$ cat config.mk
export PLATFORM = sky130hd
export DESIGN_NAME = tmk_div
export DESIGN_NICKNAME = d
export VERILOG_FILES = /design/src/hw/rtl/tmk_pkg.sv /design/src/hw/rtl/tmk_div.sv
export SDC_FILE = /design/constraint.sdc
export NUM_CORES = 1
export LEC_CHECK = 0
export BUFFER_PORTS_ARGS = -buffer_cell sky130_fd_sc_hd__buf_2
export CAP_MARGIN = 20
export CORE_UTILIZATION = 50
export CTS_CLUSTER_DIAMETER = 40
export CTS_CLUSTER_SIZE = 30
export DETAILED_ROUTE_END_ITERATION = 16
export GPL_TIMING_DRIVEN = 1
export PLACE_DENSITY_LB_ADDON = 0.25
export SLEW_MARGIN = 20
export SYNTH_ARGS = -nofsm -noshare
export SYNTH_HDL_FRONTEND = slang
export SYNTH_SLANG_ARGS = --single-unit
export TNS_END_PERCENT = 50
$ cat constraint.sdc
create_clock -name clk -period 18.8 [get_ports clk]
set_clock_uncertainty 0.15 [all_clocks]
set_input_delay 2.82 -clock clk [delete_from_list [all_inputs] [get_ports clk]]
set_output_delay 2.82 -clock clk [all_outputs]
set_load 0.02 [all_outputs]
$ cat src/hw/rtl/tmk_pkg.sv
`default_nettype none

package tmk_pkg;

  // Number format and store geometry.
  localparam int DW          = 64;
  localparam int HW          = DW / 2;
  localparam int FRAC_BITS   = 48;
  localparam int MAX_ORDER   = 15;
  localparam int NSTEP       = MAX_ORDER + 1;
  localparam int COEF_DEPTH  = 2 * (MAX_ORDER + 1);
  localparam int CIDX_W      = 5;
  localparam int ORD_W       = 4;

  // Pipeline depths.
  localparam int MUL_LAT     = 4;
  localparam int STEP_LAT    = MUL_LAT + 2;
  localparam int TAIL_LAT    = 4 * MUL_LAT + 4;
  localparam int TOTAL_LAT   = NSTEP * STEP_LAT + TAIL_LAT;
  localparam int INFL_W      = $clog2(TOTAL_LAT + 1);

  // Tail stage positions (add stages between multiplier phases).
  localparam int T_P2        = MUL_LAT + 1;
  localparam int T_P4        = 2 * MUL_LAT + 2;
  localparam int T_P6        = 3 * MUL_LAT + 3;
  localparam int T_P8        = 4 * MUL_LAT + 4;

  // Divider and multiplier widths.
  localparam int NUM_W       = DW + FRAC_BITS;
  localparam int DIV_CNT_W   = $clog2(NUM_W + 1);
  localparam int SH_W        = 2 * DW - FRAC_BITS;
  localparam logic [2*DW-1:0] RND_HALF = (2*DW)'(1) << (FRAC_BITS - 1);

  // Stream widths.
  localparam int IN_BITS     = CIDX_W + 9 * DW;
  localparam int IN_DW       = ((IN_BITS + 7) / 8) * 8;
  localparam int IN_PAD      = IN_DW - IN_BITS;
  localparam int OUT_DW      = 3 * DW;

  typedef logic signed [DW-1:0] fx_t;

  localparam fx_t SMAX = {1'b0, {(DW-1){1'b1}}};
  localparam fx_t SMIN = {1'b1, {(DW-1){1'b0}}};

  typedef enum logic [0:0] {
    CMD_WRITE = 1'b0,
    CMD_TRACK = 1'b1
  } cmd_t;

  typedef enum logic [1:0] {
    CFG_ORDER = 2'd0,
    CFG_HXL   = 2'd1,
    CFG_HYL   = 2'd2,
    CFG_LEN   = 2'd3
  } cfg_idx_t;

  typedef struct packed {
    logic [IN_PAD-1:0] pad;
    fx_t               velocity_ratio;
    fx_t               path_sigma;
    fx_t               energy_dev;
    fx_t               charge_ratio;
    fx_t               mom_py;
    fx_t               mom_px;
    fx_t               pos_y;
    fx_t               pos_x;
    fx_t               coef_value;
    logic [CIDX_W-1:0] coef_index;
  } in_data_t;

  typedef struct packed {
    fx_t new_sigma;
    fx_t new_py;
    fx_t new_px;
  } out_data_t;

  typedef struct packed {
    fx_t x;
    fx_t y;
    fx_t px;
    fx_t py;
    fx_t chi;
    fx_t delta;
    fx_t sigma;
    fx_t rvv;
  } part_t;

  typedef struct packed {
    logic  valid;
    part_t pt;
    fx_t   dpx;
    fx_t   dpy;
  } hn_t;

  typedef struct packed {
    logic  valid;
    part_t pt;
    fx_t   dpx;
    fx_t   dpy;
    fx_t   ex;
    fx_t   ey;
    fx_t   dhh;
    fx_t   b1l;
    fx_t   a1l;
    fx_t   hxx;
    fx_t   hyy;
    fx_t   fx;
    fx_t   fy;
    fx_t   tt;
  } tl_t;

  function automatic fx_t sat_add(fx_t a, fx_t b);
    logic [DW:0] s;
    s = {a[DW-1], a} + {b[DW-1], b};
    if (s[DW] != s[DW-1]) return s[DW] ? SMIN : SMAX;
    return s[DW-1:0];
  endfunction

  function automatic fx_t sat_sub(fx_t a, fx_t b);
    logic [DW:0] s;
    s = {a[DW-1], a} - {b[DW-1], b};
    if (s[DW] != s[DW-1]) return s[DW] ? SMIN : SMAX;
    return s[DW-1:0];
  endfunction

  function automatic fx_t sat_neg(fx_t a);
    return (a == SMIN) ? SMAX : -a;
  endfunction

endpackage

`default_nettype wire

$ cat src/hw/rtl/tmk_div.sv
`default_nettype none

// Restoring divider, one quotient bit per cycle: (|num| << FRAC_BITS) / den, given the sign of num and saturated.
module tmk_div (
  input  logic         clk,
  input  logic         rst_n,
  input  logic         start,
  input  tmk_pkg::fx_t num,
  input  tmk_pkg::fx_t den,
  output logic         busy,
  output tmk_pkg::fx_t quo
);

  logic                          busy_r;
  logic [tmk_pkg::DIV_CNT_W-1:0] cnt_r;
  logic [tmk_pkg::NUM_W-1:0]     nr_r, q_r;
  logic [tmk_pkg::DW-1:0]        rem_r, rem_nxt, mag_w;
  logic                          neg_r;
  tmk_pkg::fx_t                  quo_r, quo_nxt;
  logic [tmk_pkg::DW:0]          trial_w, diff_w;
  logic                          ge_w, ovf_w;

  assign mag_w   = num[tmk_pkg::DW-1] ? (~num + 1'b1) : num;
  assign trial_w = {rem_r, nr_r[tmk_pkg::NUM_W-1]};
  assign diff_w  = trial_w - {1'b0, den};
  assign ge_w    = trial_w >= {1'b0, den};
  assign rem_nxt = ge_w ? diff_w[tmk_pkg::DW-1:0] : trial_w[tmk_pkg::DW-1:0];

  always_comb begin
    if (neg_r) begin
      ovf_w = (|q_r[tmk_pkg::NUM_W-1:tmk_pkg::DW])
            || (q_r[tmk_pkg::DW-1] && (|q_r[tmk_pkg::DW-2:0]));
    end else begin
      ovf_w = |q_r[tmk_pkg::NUM_W-1:tmk_pkg::DW-1];
    end
    if (ovf_w) begin
      quo_nxt = neg_r ? tmk_pkg::SMIN : tmk_pkg::SMAX;
    end else if (neg_r) begin
      quo_nxt = -q_r[tmk_pkg::DW-1:0];
    end else begin
      quo_nxt = q_r[tmk_pkg::DW-1:0];
    end
  end

  always_ff @(posedge clk) begin
    if (!rst_n) begin
      busy_r <= 1'b0;
      cnt_r  <= '0;
      quo_r  <= '0;
    end else if (start) begin
      busy_r <= 1'b1;
      cnt_r  <= tmk_pkg::DIV_CNT_W'(tmk_pkg::NUM_W);
      nr_r   <= {mag_w, {tmk_pkg::FRAC_BITS{1'b0}}};
      rem_r  <= '0;
      q_r    <= '0;
      neg_r  <= num[tmk_pkg::DW-1];
    end else if (busy_r) begin
      if (cnt_r != '0) begin
        cnt_r <= cnt_r - 1'b1;
        nr_r  <= {nr_r[tmk_pkg::NUM_W-2:0], 1'b0};
        rem_r <= rem_nxt;
        q_r   <= {q_r[tmk_pkg::NUM_W-2:0], ge_w};
      end else begin
        quo_r  <= quo_nxt;
        busy_r <= 1'b0;
      end
    end
  end

  assign busy = busy_r;
  assign quo  = quo_r;

endmodule

`default_nettype wire

==> metrics.md <==
| Metric | Value |
|---|---|
| Max Fclk | approximately 140 MHz |
| Core area | around 38000 sq um |
| Layout Nets | 2479 |
| Total gr overflow | 0 |
| Syn Inst Count | ~2100 |
| # H-tree levels | 2 |
| Layout cells sized above 1 | between 10% and 20% |
| Antenna Nets Post-Route | 0 |
| Max Slew Vio Count | 0 |
| CTS-repair resized insts | 0 |
| Min-Delay Path Class | register to register |
| Largest net degree at the start of global routing | 126 |
| Num CTS Buffers | 53 |
| Hold-fix buffers, CTS | 0 |
| Top Ports | 196 |
| DRC violations left | 0 |
| Synth Cell Area | 19310 sq um |
| CTS Buffer Depth | 3 |
| Top FF cell, synth | edfxtp_1 |
| Data required, critical path | about 19000 ps |
| Worst setup SP type | input port |
| Seq cells post-synth | 313 |
| Setup repair bufs after CTS | 0 |
| # setup viols final | 0 |
| Critical Path Slowest Stage Cell | a21o_1 |
| Most frequent CP cell | buf_4 |
| WL/cell | 17.86 um |
| Fin. Hold Viols | 0 |
| Post-DR vias/cell | between 5 and 6 |
| Port Buffers | ~200 |
| Post-synthesis cell type count | slightly above 70 |
| Pleak | roughly 8.9 nW |
| Critical Path Sink Type | register |
| Clock Sinks | 313 |
| Setup TNS | 0 ps |
| Final Wtd Congestion | 0.9247 |
| Crit Path Category | input port to register |
| DRT iter0 DRCs | between 1500 and 2000 |
| First-pass GRT wire length | slightly above 80 mm |
| Vias | 16835 |
| Antenna diodes | 0 |
| Area of the multi-input gates | about 10000 sq um |
| Die X | slightly below 200 um |
| Post-synth EDFFs | between 200 and 250 |
| Rows | 71 |
| Clock transition at path regs | around 60 ps |
| Starting density of the core | roughly half |
| Pwr Density | approximately 100 nW/um^2 |
| Status | complete, no violations |
| Area grow syn2layout | 16.45% |
| Power consumption | 2.276 mW |
| TritonCTS clock tree | built |
| Avg Cell Area, Syn | around 9.0 sq um |
| Syn Nets | about 2300 |
| Minimum clock period | a little over 7000 ps |
| Number of antenna violations at the first check in global routing | 1 |
| CP bufs+invs | 4 |
| Top delay family on crit path | compound AO/OA/AOI/OAI gates |
| Cell taking the most area after synthesis | edfxtp_1 |
| CP arrival | between 7000 and 8000 ps |
| Register area share after synthesis | between 40% and 50% |
| Util after Layout | about three fifths |
| VDD IR max | ~65 uV |
| Post-synth ARST share | 0% |
| Yosys top cell area share | a little under two fifths |
| Hpwl dp | 34.23 mm |
| CTS Root Cell | clkbuf_16 |
| Main area contributors after synthesis | edfxtp_1, dfxtp_1, a21oi_1 |
| TritonRoute pass-1 iters | 6 |
| Die Ht | between 150 and 200 um |
| Slew HR | about 29% |
| Slew @ Worst Pin | 1060 ps |
| Vias in the first global route | approximately 16000 |
| YS warnings | 0 |
| Slowest stage delay, CP | about 700 ps |
| # Max-Cap Violations | 0 |
| RSZ-0062 raised after global routing | false |
| Crit-path cells | buf_2 > inv_1 > ha_1 > nor2b_1 > o31a_1 > o31ai_1 > o311ai_0 > buf_4 > a311oi_1 > o21ai_0 > nand3_1 > a21o_1 > buf_4 > nand2_1 > a21oi_1 |
| Detailed Route WL | around 51 mm |
| Overall Global Routing Usage | around 26% |
| Crit Path Max Fanout | 28 |
| Fin crit share | between 30% and 40% |
| Worst skew pair latency | 600 ps |
| Die ar. | ~39000 sq um |
| Register Area | 8678 sq um |
| Fillers | around 3300 |
final timing paths:
check                start   endpoint  slack (ps)  cells after the start
hold / removal     quo[46]    quo[46]         350                      1
setup reg to reg  rem_r[0]  rem_r[54]       13720                     13
setup / recovery    den[1]  rem_r[54]       11760                     15
hold reg to reg    quo[46]    quo[46]         350                      1
sequential cells by signal (all words and copies together) (netlist names):
register and flops:
rem_r 64, neg_r 1, cnt_r 7, quo 64
q_r 112, nr_r 64, busy 1
synth_stat cells, types with 6 or more instances:
library cell  instances
dfxtp_1              72
nand2b_1             12
inv_1                89
or4_1                26
mux2i_1               6
xor2_1               92
edfxtp_1            241
nor4_1               30
nor2b_1             120
xnor2_1              37
or2_2                 7
clkbuf_1            122
a211oi_1             25
a21oi_1             230
nand3_1              27
o21ai_0             149
or3_1                29
a21o_1               47
nor3_1               40
o31ai_1              42
o22ai_1               6
o211ai_1             14
ha_1                 67
nor2_1              189
nand4_1              29
nand2_1             203
nand3b_1             21
o21bai_1             15
a21boi_0              9
a31oi_1              25
o41ai_1              13
and3_1               18
o21a_1               13
cells in the final DEF (no fill, tap or decap), types with 67 or more instances in the layout:
cell	instances
nand2_1	202
o21ai_0	149
ha_1	67
nor2b_1	120
nor2_1	188
edfxtp_1	241
dfxtp_1	72
xor2_1	92
buf_2	194
inv_1	89
a21oi_1	229
where the power goes:
group	switching, mW	internal (mW)	leakage, nW
registers	0.0329	0.812	2.91
logic	0.264	0.158	5.09
clock network	0.382	0.627	0.912
worst register-to-register path: cells and delay by family, from the launching register on:
kind,cells,cell delay (ps)
AOI/OAI and AO/OA,7,2770
buffers and inverters,2,690
and+or+nand+nor,3,570
DFF,1,420
adders and majority gates,1,310
final cells by class:
| class | count | area share, % |
|---|---|---|
| Multi-Input combinational cell | 1610 | 43.76 |
| Clock inverter | 38 | 1.981 |
| Inverter | 91 | 1.519 |
| Clock buffer | 62 | 6.328 |
| Tap cell | 511 | 2.844 |
| Sequential cell | 313 | 38.60 |
| Timing Repair Buffer | 211 | 4.970 |
metrics by stage:
stage / hold slack (ps) / instance area, sq um / instances / worst slack [ps]
global placement: 330.0 / 20590 / 2735 / 11390
finish: 347.4 / 22480 / 2836 / 11760
CTS: 348.4 / 22460 / 2835 / 11780
detailed placement: 334.8 / 20590 / 2735 / 11230
floorplan: 321.4 / 19310 / 2141 / 4126
global route: 372.6 / 22480 / 2836 / 11580
logic make-up (layout without fill, tap and decap cells):
logic type	count (synthesis)	in the layout	share of synthesized area [%]
mux	9	9	0.4861
buf+inv	218	402	4.239
flops	313	313	44.95
simple gates	776	776	20.34
compound gates	628	628	19.69
fa+ha+maj	68	68	4.446
xor+xnor	129	129	5.852
per-layer routing:
| metal | part of all wire (%) | vias up | track usage, % |
|---|---|---|---|
| met1 | 46 | 7958 | 37.15 |
| met4 | 2.1 | 0 | 8.376 |
| met2 | 44 | 671 | 39.26 |
| met3 | 7.8 | 80 | 4.323 |
| li1 | - | 8126 | - |
| met5 | 0 | - | 0 |
(Power assumes the default switching activity.)
